File: config.mk
export PLATFORM = sky130hd
export DESIGN_NAME = ir_pulse_distance_decoder_top_flat
export DESIGN_NICKNAME = d
export VERILOG_FILES = /design/src/rtl/irpd_pkg.sv /design/src/rtl/irpd_if.sv /design/src/rtl/irpd_cfg_regs.sv /design/src/rtl/irpd_step.sv /design/src/rtl/ir_pulse_distance_decoder_top.sv /design/src/flat_wrapper.sv
export SDC_FILE = /design/constraint.sdc
export NUM_CORES = 1
export LEC_CHECK = 0
export BUFFER_PORTS_ARGS = -buffer_cell sky130_fd_sc_hd__buf_2
export CAP_MARGIN = 0
export CELL_PAD_IN_SITES_DETAIL_PLACEMENT = 1
export CELL_PAD_IN_SITES_GLOBAL_PLACEMENT = 2
export CORE_MARGIN = 2
export CORE_UTILIZATION = 42
export CTS_CLUSTER_SIZE = 14
export DETAILED_ROUTE_END_ITERATION = 7
export GPL_TIMING_DRIVEN = 0
export PLACE_DENSITY_LB_ADDON = 0.1
export SLEW_MARGIN = 10
export SYNTH_ARGS = -nofsm -noshare
export SYNTH_HDL_FRONTEND = slang
export SYNTH_SLANG_ARGS = --single-unit
File: constraint.sdc
create_clock -name clk -period 13.3 [get_ports clk]
set_clock_uncertainty 0.15 [all_clocks]
set_input_delay 2.66 -clock clk [delete_from_list [all_inputs] [get_ports clk]]
set_output_delay 2.66 -clock clk [all_outputs]
set_load 0.05 [all_outputs]
File: src/rtl/irpd_pkg.sv
`timescale 1ns / 1ps
// ----------------------------------------------------------------------------
// irpd_pkg: shared types and constants for the IR pulse-distance decoder
// Mode codes, configuration register indexes and the decoder state record.
// ----------------------------------------------------------------------------
package irpd_pkg;

  // Field widths
  localparam int unsigned PERIOD_W    = 16;
  localparam int unsigned BYTE_W      = 8;
  localparam int unsigned BIT_IDX_W   = 6;
  localparam int unsigned SHIFT_W     = 32;
  localparam int unsigned CFG_IDX_W   = 3;

  // Data bits per frame (8..32)
  localparam int unsigned FRAME_BITS  = 32;
  localparam logic [BIT_IDX_W-1:0] FRAME_BITS_V = BIT_IDX_W'(FRAME_BITS);

  // Hold counter saturation value
  localparam logic [BYTE_W-1:0] HOLD_MAX = 8'hFF;

  // Input opcodes
  localparam logic OP_EDGE  = 1'b0;
  localparam logic OP_CLEAR = 1'b1;

  // Decoder modes
  typedef enum logic [1:0] {
    MODE_LEADER = 2'd0,
    MODE_DATA   = 2'd1,
    MODE_REPEAT = 2'd2
  } mode_t;

  // Configuration register indexes
  localparam logic [CFG_IDX_W-1:0] CFG_LEADER_PERIOD = 3'd0;
  localparam logic [CFG_IDX_W-1:0] CFG_ONE_PERIOD    = 3'd1;
  localparam logic [CFG_IDX_W-1:0] CFG_ZERO_PERIOD   = 3'd2;
  localparam logic [CFG_IDX_W-1:0] CFG_REPEAT_PERIOD = 3'd3;
  localparam logic [CFG_IDX_W-1:0] CFG_WINDOW_TOL    = 3'd4;

  // Configuration reset values
  localparam logic [PERIOD_W-1:0] RST_LEADER_PERIOD = 16'd6750;
  localparam logic [PERIOD_W-1:0] RST_ONE_PERIOD    = 16'd1125;
  localparam logic [PERIOD_W-1:0] RST_ZERO_PERIOD   = 16'd562;
  localparam logic [PERIOD_W-1:0] RST_REPEAT_PERIOD = 16'd54000;
  localparam logic [PERIOD_W-1:0] RST_WINDOW_TOL    = 16'd200;

  typedef struct packed {
    logic [PERIOD_W-1:0] leader_period;
    logic [PERIOD_W-1:0] one_period;
    logic [PERIOD_W-1:0] zero_period;
    logic [PERIOD_W-1:0] repeat_period;
    logic [PERIOD_W-1:0] window_tolerance;
  } cfg_t;

  typedef struct packed {
    mode_t                mode;
    logic [BIT_IDX_W-1:0] bit_index;
    logic [SHIFT_W-1:0]   frame_shift;
    logic [BYTE_W-1:0]    latched_address;
    logic [BYTE_W-1:0]    latched_command;
    logic                 received_flag;
    logic [BYTE_W-1:0]    hold_counter;
  } dec_state_t;

endpackage

File: src/rtl/irpd_if.sv
`timescale 1ns / 1ps
// ----------------------------------------------------------------------------
// irpd_if: valid/ready channels of the IR pulse-distance decoder
// Input channel carries edge events and clear requests; output channel
// carries the decoder status after each transaction.
// ----------------------------------------------------------------------------
interface irpd_in_if;
  logic        valid;
  logic        ready;
  logic        opcode;
  logic [15:0] edge_period;

  modport source (output valid, output opcode, output edge_period, input ready);
  modport sink   (input valid, input opcode, input edge_period, output ready);
endinterface

interface irpd_out_if;
  logic       valid;
  logic       ready;
  logic [7:0] address_byte;
  logic [7:0] command_byte;
  logic       frame_received;
  logic [7:0] hold_count;
  logic [1:0] decoder_mode;

  modport source (output valid, output address_byte, output command_byte,
                  output frame_received, output hold_count, output decoder_mode,
                  input ready);
  modport sink   (input valid, input address_byte, input command_byte,
                  input frame_received, input hold_count, input decoder_mode,
                  output ready);
endinterface

File: src/rtl/irpd_cfg_regs.sv
`timescale 1ns / 1ps
// ----------------------------------------------------------------------------
// irpd_cfg_regs: configuration register file
// Five 16-bit timing registers written through a plain write port.
// ----------------------------------------------------------------------------
module irpd_cfg_regs (
  input  logic                           clk,
  input  logic                           rst_n,
  input  logic                           cfg_we,
  input  logic [irpd_pkg::CFG_IDX_W-1:0] cfg_index,
  input  logic [irpd_pkg::PERIOD_W-1:0]  cfg_wdata,
  output irpd_pkg::cfg_t                 cfg
);
  import irpd_pkg::*;

  cfg_t cfg_r;

  // Register writes; unknown indexes are dropped
  always_ff @(posedge clk) begin
    if (!rst_n) begin
      cfg_r.leader_period    <= RST_LEADER_PERIOD;
      cfg_r.one_period       <= RST_ONE_PERIOD;
      cfg_r.zero_period      <= RST_ZERO_PERIOD;
      cfg_r.repeat_period    <= RST_REPEAT_PERIOD;
      cfg_r.window_tolerance <= RST_WINDOW_TOL;
    end else if (cfg_we) begin
      unique case (cfg_index)
        CFG_LEADER_PERIOD: cfg_r.leader_period    <= cfg_wdata;
        CFG_ONE_PERIOD:    cfg_r.one_period       <= cfg_wdata;
        CFG_ZERO_PERIOD:   cfg_r.zero_period      <= cfg_wdata;
        CFG_REPEAT_PERIOD: cfg_r.repeat_period    <= cfg_wdata;
        CFG_WINDOW_TOL:    cfg_r.window_tolerance <= cfg_wdata;
        default: ;
      endcase
    end
  end

  assign cfg = cfg_r;

endmodule

File: src/rtl/irpd_step.sv
`timescale 1ns / 1ps
// ----------------------------------------------------------------------------
// irpd_step: next-state logic of the decoder
// Window compares, bit classing, frame shift and hold count for one
// transaction.
// ----------------------------------------------------------------------------
module irpd_step (
  input  logic                          opcode,
  input  logic [irpd_pkg::PERIOD_W-1:0] edge_period,
  input  irpd_pkg::cfg_t                cfg,
  input  irpd_pkg::dec_state_t          cur,
  output irpd_pkg::dec_state_t          nxt
);
  import irpd_pkg::*;

  // 17-bit bounds so nothing wraps
  logic [PERIOD_W:0] p_plus_tol;
  logic [PERIOD_W:0] leader_hi;
  logic [PERIOD_W:0] one_hi;
  logic [PERIOD_W:0] zero_hi;
  logic [PERIOD_W:0] repeat_hi;
  logic              in_leader;
  logic              in_one;
  logic              in_zero;
  logic [1:0]        byte_sel;
  logic [BYTE_W-1:0] sel_byte;
  logic [BYTE_W-1:0] new_byte;
  logic [SHIFT_W-1:0] shifted;

  assign p_plus_tol = {1'b0, edge_period} + {1'b0, cfg.window_tolerance};
  assign leader_hi  = {1'b0, cfg.leader_period} + {1'b0, cfg.window_tolerance};
  assign one_hi     = {1'b0, cfg.one_period} + {1'b0, cfg.window_tolerance};
  assign zero_hi    = {1'b0, cfg.zero_period} + {1'b0, cfg.window_tolerance};
  assign repeat_hi  = {1'b0, cfg.repeat_period} + {1'b0, cfg.window_tolerance};

  // nominal - tol < p < nominal + tol
  assign in_leader = ({1'b0, edge_period} < leader_hi) &&
                     (p_plus_tol > {1'b0, cfg.leader_period});
  assign in_one    = ({1'b0, edge_period} < one_hi) &&
                     (p_plus_tol > {1'b0, cfg.one_period});
  assign in_zero   = ({1'b0, edge_period} < zero_hi) &&
                     (p_plus_tol > {1'b0, cfg.zero_period});

  // Shift the classed bit into bit 7 of the current frame byte
  assign byte_sel = cur.bit_index[4:3];
  always_comb begin
    sel_byte = cur.frame_shift[byte_sel*BYTE_W +: BYTE_W];
    new_byte = {in_one, sel_byte[BYTE_W-1:1]};
    shifted  = cur.frame_shift;
    shifted[byte_sel*BYTE_W +: BYTE_W] = new_byte;
  end

  // Mode sequencing
  always_comb begin
    nxt = cur;
    if (opcode == OP_CLEAR) begin
      nxt.received_flag = 1'b0;
    end else begin
      unique case (cur.mode)
        MODE_DATA: begin
          if (cur.bit_index < FRAME_BITS_V) begin
            priority if (in_one || in_zero) begin
              nxt.frame_shift = shifted;
              nxt.bit_index   = cur.bit_index + BIT_IDX_W'(1);
            end else begin
              nxt.mode      = MODE_LEADER;
              nxt.bit_index = '0;
            end
          end else begin
            nxt.mode            = MODE_REPEAT;
            nxt.bit_index       = '0;
            nxt.latched_address = cur.frame_shift[BYTE_W-1:0];
            nxt.latched_command = cur.frame_shift[2*BYTE_W +: BYTE_W];
            nxt.received_flag   = 1'b1;
            nxt.hold_counter    = BYTE_W'(1);
          end
        end
        MODE_REPEAT: begin
          if ({1'b0, edge_period} < repeat_hi) begin
            if (cur.hold_counter != HOLD_MAX) begin
              nxt.hold_counter = cur.hold_counter + BYTE_W'(1);
            end
          end else begin
            nxt.hold_counter = '0;
            nxt.mode         = MODE_LEADER;
          end
        end
        default: begin
          // leader mode, and the unused code treated as leader
          nxt.mode = in_leader ? MODE_DATA : MODE_LEADER;
        end
      endcase
    end
  end

endmodule

File: src/rtl/ir_pulse_distance_decoder_top.sv
`timescale 1ns / 1ps
// An accepted transaction enters the input register, its result the result
// register. Throughput: one transaction per cycle while results drain; the
// two registers are parted, so one input is taken while a result waits.
// Reset (rst_n low, synchronous): mode leader, all state zero, timing
// registers to their nominal defaults, both pipeline stages empty.
// ----------------------------------------------------------------------------
// ir_pulse_distance_decoder_top: pulse-distance IR remote decoder
// Input register, single-pass next-state logic, state and result registers.
// ----------------------------------------------------------------------------
module ir_pulse_distance_decoder_top (
  input  logic                           clk,
  input  logic                           rst_n,
  irpd_in_if.sink                        in_chan,
  irpd_out_if.source                     out_chan,
  input  logic                           cfg_we,
  input  logic [irpd_pkg::CFG_IDX_W-1:0] cfg_index,
  input  logic [irpd_pkg::PERIOD_W-1:0]  cfg_wdata
);
  import irpd_pkg::*;

  cfg_t       cfg;
  dec_state_t state_r;
  dec_state_t state_nxt;

  logic                s1_valid_r;
  logic                s1_opcode_r;
  logic [PERIOD_W-1:0] s1_period_r;
  logic                out_valid_r;
  logic [BYTE_W-1:0]   out_addr_r;
  logic [BYTE_W-1:0]   out_cmd_r;
  logic                out_rcv_r;
  logic [BYTE_W-1:0]   out_hold_r;
  mode_t               out_mode_r;

  logic in_accept;
  logic advance;

  irpd_cfg_regs u_cfg (
    .clk       (clk),
    .rst_n     (rst_n),
    .cfg_we    (cfg_we),
    .cfg_index (cfg_index),
    .cfg_wdata (cfg_wdata),
    .cfg       (cfg)
  );

  irpd_step u_step (
    .opcode      (s1_opcode_r),
    .edge_period (s1_period_r),
    .cfg         (cfg),
    .cur         (state_r),
    .nxt         (state_nxt)
  );

  // Handshake: stage 1 moves on when the result register is free or drains
  assign advance        = s1_valid_r && (!out_valid_r || out_chan.ready);
  assign in_chan.ready  = !s1_valid_r || advance;
  assign in_accept      = in_chan.valid && in_chan.ready;

  // Input register
  always_ff @(posedge clk) begin
    if (!rst_n) begin
      s1_valid_r <= 1'b0;
    end else if (in_accept) begin
      s1_valid_r <= 1'b1;
    end else if (advance) begin
      s1_valid_r <= 1'b0;
    end
  end

  always_ff @(posedge clk) begin
    if (in_accept) begin
      s1_opcode_r <= in_chan.opcode;
      s1_period_r <= in_chan.edge_period;
    end
  end

  // Decoder state
  always_ff @(posedge clk) begin
    if (!rst_n) begin
      state_r <= '{mode: MODE_LEADER, default: '0};
    end else if (advance) begin
      state_r <= state_nxt;
    end
  end

  // Result register
  always_ff @(posedge clk) begin
    if (!rst_n) begin
      out_valid_r <= 1'b0;
    end else if (advance) begin
      out_valid_r <= 1'b1;
    end else if (out_chan.ready) begin
      out_valid_r <= 1'b0;
    end
  end

  always_ff @(posedge clk) begin
    if (advance) begin
      out_addr_r <= state_nxt.latched_address;
      out_cmd_r  <= state_nxt.latched_command;
      out_rcv_r  <= state_nxt.received_flag;
      out_hold_r <= state_nxt.hold_counter;
      out_mode_r <= state_nxt.mode;
    end
  end

  assign out_chan.valid          = out_valid_r;
  assign out_chan.address_byte   = out_addr_r;
  assign out_chan.command_byte   = out_cmd_r;
  assign out_chan.frame_received = out_rcv_r;
  assign out_chan.hold_count     = out_hold_r;
  assign out_chan.decoder_mode   = out_mode_r;

endmodule

File: src/flat_wrapper.sv
// flat-port wrapper written by rule: the top's interface ports become plain ports
module ir_pulse_distance_decoder_top_flat import irpd_pkg::*;
  (clk, rst_n, cfg_we, cfg_index, cfg_wdata, in_chan_valid, in_chan_opcode, in_chan_edge_period, in_chan_ready, out_chan_valid, out_chan_address_byte, out_chan_command_byte, out_chan_frame_received, out_chan_hold_count, out_chan_decoder_mode, out_chan_ready);
  irpd_in_if in_chan_i ();
  irpd_out_if out_chan_i ();
  input  logic clk;
  input  logic rst_n;
  input  logic cfg_we;
  input  logic [irpd_pkg::CFG_IDX_W-1:0] cfg_index;
  input  logic [irpd_pkg::PERIOD_W-1:0] cfg_wdata;
  input wire logic [$bits(in_chan_i.valid)-1:0] in_chan_valid;
  input wire logic [$bits(in_chan_i.opcode)-1:0] in_chan_opcode;
  input wire logic [$bits(in_chan_i.edge_period)-1:0] in_chan_edge_period;
  output wire logic [$bits(in_chan_i.ready)-1:0] in_chan_ready;
  output wire logic [$bits(out_chan_i.valid)-1:0] out_chan_valid;
  output wire logic [$bits(out_chan_i.address_byte)-1:0] out_chan_address_byte;
  output wire logic [$bits(out_chan_i.command_byte)-1:0] out_chan_command_byte;
  output wire logic [$bits(out_chan_i.frame_received)-1:0] out_chan_frame_received;
  output wire logic [$bits(out_chan_i.hold_count)-1:0] out_chan_hold_count;
  output wire logic [$bits(out_chan_i.decoder_mode)-1:0] out_chan_decoder_mode;
  input wire logic [$bits(out_chan_i.ready)-1:0] out_chan_ready;
  assign in_chan_i.valid = in_chan_valid;
  assign in_chan_i.opcode = in_chan_opcode;
  assign in_chan_i.edge_period = in_chan_edge_period;
  assign in_chan_ready = in_chan_i.ready;
  assign out_chan_valid = out_chan_i.valid;
  assign out_chan_address_byte = out_chan_i.address_byte;
  assign out_chan_command_byte = out_chan_i.command_byte;
  assign out_chan_frame_received = out_chan_i.frame_received;
  assign out_chan_hold_count = out_chan_i.hold_count;
  assign out_chan_decoder_mode = out_chan_i.decoder_mode;
  assign out_chan_i.ready = out_chan_ready;
  ir_pulse_distance_decoder_top u_core (.clk(clk), .rst_n(rst_n), .in_chan(in_chan_i), .out_chan(out_chan_i), .cfg_we(cfg_we), .cfg_index(cfg_index), .cfg_wdata(cfg_wdata));
endmodule
# After elaboration in Yosys (flattened, before gate mapping)
# Index checks and enable logic that the tools add are counted.
[word_totals] mem_bits_rw=0 in_bits=41 word_cells=89 ff_bits=191 rom_bits=0 latchBits=0 n_memories=0
[op_classes] n_bitwise=1 shift=3 add_sub_neg=8 reduce_logical=20 magnitude_cmp=8 multipliers=0 n_div=0 n_eq_ne=7 n_mux=21
[op_table] op="16-bit by 16-bit adder with 17-bit output" count=5
[op_table] op="16-bit by 17-bit less-than comparator with 1-bit output" count=4
[op_table] op="32-bit 2-to-1 mux" count=2
[op_table] op="56-bit 2-to-1 mux" count=1
[op_table] op="55-bit 2-to-1 mux" count=1
[op_table] op="17-bit by 16-bit > comparator with 1-bit output" count=3
[op_table] op="5-bit negation with 34-bit output" count=1
[op_table] op="8-bit by 34-bit variable shift with 32-bit output (first input constant)" count=1
[op_table] op="8-bit by 34-bit indexed part select with 32-bit output" count=1
[op_table] op="32-bit bitwise mux" count=1
[op_table] op="8-bit 2-to-1 mux" count=4
[op_table] op="32-bit by 6-bit indexed part select with 8-bit output" count=1
[op_table] op="25-bit 2-to-1 mux" count=1
[op_table] op="8-bit one-hot mux with 2 select lines" count=1
[op_table] op="2-bit AND reduction" count=5
[op_table] op="8-bit by 1-bit adder with 8-bit output (second input constant)" count=1
[op_table] op="8-bit != test (second input constant)" count=1
[op_table] op="6-bit by 1-bit adder with 6-bit output (second input constant)" count=1
[op_table] op="3-bit by 2-bit == test with 1-bit output (second input constant)" count=2
[op_table] op="6-bit less-than comparator (second input constant)" count=1
[op_table] op="1-bit 2-to-1 mux" count=6
[op_table] op="6-bit 2-to-1 mux" count=1
[op_table] op="1-bit logical AND" count=5
[op_table] op="5-bit AND reduction" count=1
[op_table] op="other kinds (12)" count=17

# Longest topological paths before layout
[logic_depth] depth_word=9 ltp_mapped=22

# Hierarchy
# A second synthesis with hierarchy kept.
[unflattened] cells_unflattened=1580 hier_area_um2=14422.6
[by_module_without_submodules] mod="irpd_step" cells_per_inst=944 n_inst=1 area_each_um2=7293.2 seq_area_each_um2=0.0
[by_module_without_submodules] mod="ir_pulse_distance_decoder_top" cells_per_inst=336 n_inst=1 area_each_um2=4016.4 seq_area_each_um2=2662.6
[by_module_without_submodules] mod="irpd_cfg_regs" cells_per_inst=300 n_inst=1 area_each_um2=3113.0 seq_area_each_um2=1601.5

# Worst setup path before layout
# No wires, ideal clock.
[synth_timing] path_kind="input to output" startpoint="in out_chan_ready" endpoint="out in_chan_ready" n_path_buf=0 required_time_ps=10490 cell_stages=2 slack_ps=7324 arrival_ps=3166 path_cell_list="nor2b_1 -> nand2_1"
[synth_via] elab_chain_len=3
[synth_rtl] item="from (decl)" line_no="flat_wrapper.sv:21" rtl="input wire logic [$bits(out_chan_i.ready)-1:0] out_chan_ready;"
[synth_rtl] item="1-bit logical OR" line_no="ir_pulse_distance_decoder_top.sv:57" rtl="assign advance = s1_valid_r && (!out_valid_r || out_chan.ready);"
[synth_rtl] item="1-bit logical AND" line_no="ir_pulse_distance_decoder_top.sv:57"
[synth_rtl] item="1-bit logical OR" line_no="ir_pulse_distance_decoder_top.sv:58" rtl="assign in_chan.ready = !s1_valid_r || advance;"
[synth_rtl] item="to (decl)" line_no="flat_wrapper.sv:14" rtl="output wire logic [$bits(in_chan_i.ready)-1:0] in_chan_ready;"
# No other way between the ends.

==> results.py <==
metrics = {
    "timing": {
        "rsz0062_at_grt": "false",
        "worst_slew_pin_slew_ps": 1200,
        "finalSetupTns_ps": 0,
        "whs_ps": 316,
        "post-route-period-util_pct": 48.1,
        "hold_violations": 0,
        "setup_viol_count_final": 0,
        "fin_crit_ps": 6400,
        "timing.final.ws_setup_ps": 6900,
        "drv_slew": 0,
        "slew_headroom_pct": 19.7,
        "max_freq_mhz": 156,
    },
    "run_status": {
        "status": "finished, final reports clean",
    },
    "setup_path": {
        "critPathArrivalTime_ps": 6440,
        "cp-endpoint": "u_core.out_chan.decoder_mode[1]",
        "startpoint": "u_core.u_cfg.cfg[1]",
        "endpoint_kind": "flop",
        "worstPathRequired_ps": 13340,
        "crit_type": "reg2reg",
        "r2r-start": "u_core.u_cfg.cfg[1]",
        "r2r_end": "u_core.out_chan.decoder_mode[1]",
        "reg2reg_depth": 19,
        "rrSetupSlack_ps": 6900,
        "worstSetupStartpointType": "flop",
        "cp_max_fo": 11,
    },
    "place": {
        "io_buffers": 68,
        "place.gp.congestion": 0.865,
        "hpwl_microns": 34800,
        "dpl_worst_slack_ps": 7120,
    },
    "flow_run": {
        "maxCapViolCount": 0,
    },
    "global_route": {
        "grt_use_total_pct": 26.6,
        "grt.overflow.total": 0,
        "first_global_vias": 12000,
        "grt_antenna_before_repair": 0,
        "grt_pass1_wl_microns": 68300,
        "grt_max_degree": 23,
    },
    "routing": {
        "viasPerCell": 5.65,
        "drc": 0,
        "first_pass_iters": 5,
        "vias": 11700,
        "wl_microns": 43600,
        "first_iter_violations": 571,
        "ant_nets": 0,
        "wl_per_cell_microns": 21.1,
    },
    "clock_network": {
        "root_buffer": "clkbuf_16",
        "clk_latency_ps": 460,
        "cts.sinks": 189,
        "path_clk_slew_ps": 90,
        "h-tree-depth": 4,
        "cts_setup_buffers": 0,
        "clock_path_buffers": 2,
        "cts-hold-fix-buffers": 0,
        "ctsResizeCount": 0,
        "cts_buffers": 17,
        "cts_tree": "built",
    },
    "die": {
        "die_w_microns": 184,
        "die-area_sq_mm": 0.0339,
        "initial_utilization_pct": 42.9,
        "fp-row-count": 65,
        "ioPinCount": 70,
        "core_area_sq_mm": 0.0317,
        "die_y_microns": 184,
    },
    "logic_synthesis": {
        "yosys_warnings": 0,
        "synth-edff-count": 44,
        "netlist_area_sq_mm": 0.0136,
        "async_flop_share_pct": 0,
        "synth.top_cell.area_share_pct": 21.3,
        "synth_top_area_cell": "dfxtp_1",
        "seq_area_frac_synth_pct": 31.0,
        "yosys.cell_types.count": 81,
        "synth_fp_nets": 1807,
        "synthTopCellsByArea": "dfxtp_1 21%, ha_1 18%, edfxtp_1 9.7%",
        "synthCells": 1564,
        "synth_top_flop_cell": "dfxtp_1",
        "postSynthAreaPerCell_sq_um": 8.70,
        "ys_ff_latch": 189,
    },
    "pwr": {
        "power_density_mw_per_mm2": 97.5,
        "ir_drop_mv": 0.0925,
        "p_leak_nw": 6.26,
        "power_mw": 1.47,
    },
    "hold_path": {
        "whs_path_depth": 2,
        "hold_class": "reg2reg",
    },
    "finish": {
        "nFillCells": 3815,
        "multi_input_area_sq_mm": 0.00886,
        "regArea_sq_mm": 0.00422,
        "drive_gt1_share_pct": 9.43,
        "finalNetCount": 1895,
        "final_util_pct": 47.7,
        "num_antenna_cells": 0,
        "area_delta_synth_final_pct": 11.1,
    },
}
## power by group
group	internal, mW	total [mW]	switching, mW	leakage (nW)
clock	0.276	0.563	0.287	0.303
combinational	0.108	0.289	0.181	4.37
sequential	0.605	0.623	0.0174	1.59
## cells in the final DEF (no fill, tap or decap), drive strengths merged, types with 14 or more instances in the layout
cell    Yosys  final
dfxtp     145    145
o211ai     24     24
a21boi     60     60
edfxtp     44     44
o21ai      67     67
nor3b      16     16
nor2       84     84
inv        81     87
nor3       28     28
mux2       17     17
ha        197    197
buf         7     76
nand3      43     43
nand2b     33     33
clkbuf     41     58
and3       15     15
xnor2      34     34
nand4      20     20
nand2     264    264
a211o      14     14
a21oi      93     93
mux2i      30     30
a21o       26     26
xor2       29     29
## metrics by stage
step	instances	instance area (sq um)
after global routing	2067	15100
final	2067	15100
after global placement	2034	14500
after floorplan	1564	13600
after detailed placement	2035	14500
after CTS	2067	15100
## layer usage
layer  global-route usage, %  vias to the layer above  part of all wire, %
li1                        -                     5794                    -
met3                    3.94                       33                  3.0
met2                    42.3                      157                   44
met4                    5.73                        0                  1.5
met1                    38.0                     5695                   52
met5                       0                        -                    0
## final cells by class
cell class,instances,area share [%]
plain buffers,48,1.42
clock buffers,17,2.81
clock inverters,15,1.42
inverters,82,2.04
multi-input cells,1245,58.6
flip-flops and latches,189,27.9
well taps,402,3.33
repair buffers,69,2.43
## synth_stat cells, drive strengths merged (13+ instances only)
cell type,n
and2,13
edfxtp,44
a211o,14
nor2,84
a21oi,93
nor3b,16
nand2b,33
nor2b,13
a21o,26
nand2,264
o211ai,24
o21ai,67
ha,197
and3,15
nand4,20
dfxtp,145
nor3,28
nand3,43
xnor2,34
inv,81
a21boi,60
clkbuf,41
mux2,17
xor2,29
mux2i,30
## cell families (layout without fill, tap and decap cells)
family | after synthesis | after routing | share of synthesized area, %
AND/OR/NAND/NOR | 555 | 555 | 18.8
AO/OA/AOI/OAI | 371 | 371 | 18.6
adder cells (fa/ha/maj) | 202 | 202 | 18.8
flip-flops | 189 | 189 | 31.0
buffers and inverters | 130 | 231 | 3.82
XOR/XNOR | 63 | 63 | 4.05
multiplexers | 54 | 54 | 4.77
## critical path: stages (launching register included)
cell and delay, ps:
dfxtp_1 710, ha_1 350, a21o_1 170, a21oi_1 210, nand2b_1 230, a2111oi_0 180
o31ai_1 550, o211ai_1 210, o21ai_0 210, nand2b_1 100, xor2_1 420, ha_1 220
nand3_1 100, nor3_1 520, and4_1 380, a21oi_1 120, o32ai_2 550, nand2_1 220
a221oi_1 390, o22ai_1 130
## how the worst min path moves through the flow
stage,end,slack (ps)
finish,flop,320
global route,flop,340
detailed placement,flop,300
CTS,flop,320
global placement,flop,290
floorplan,flop,280
Note: power is estimated with default switching activity, not from simulation.
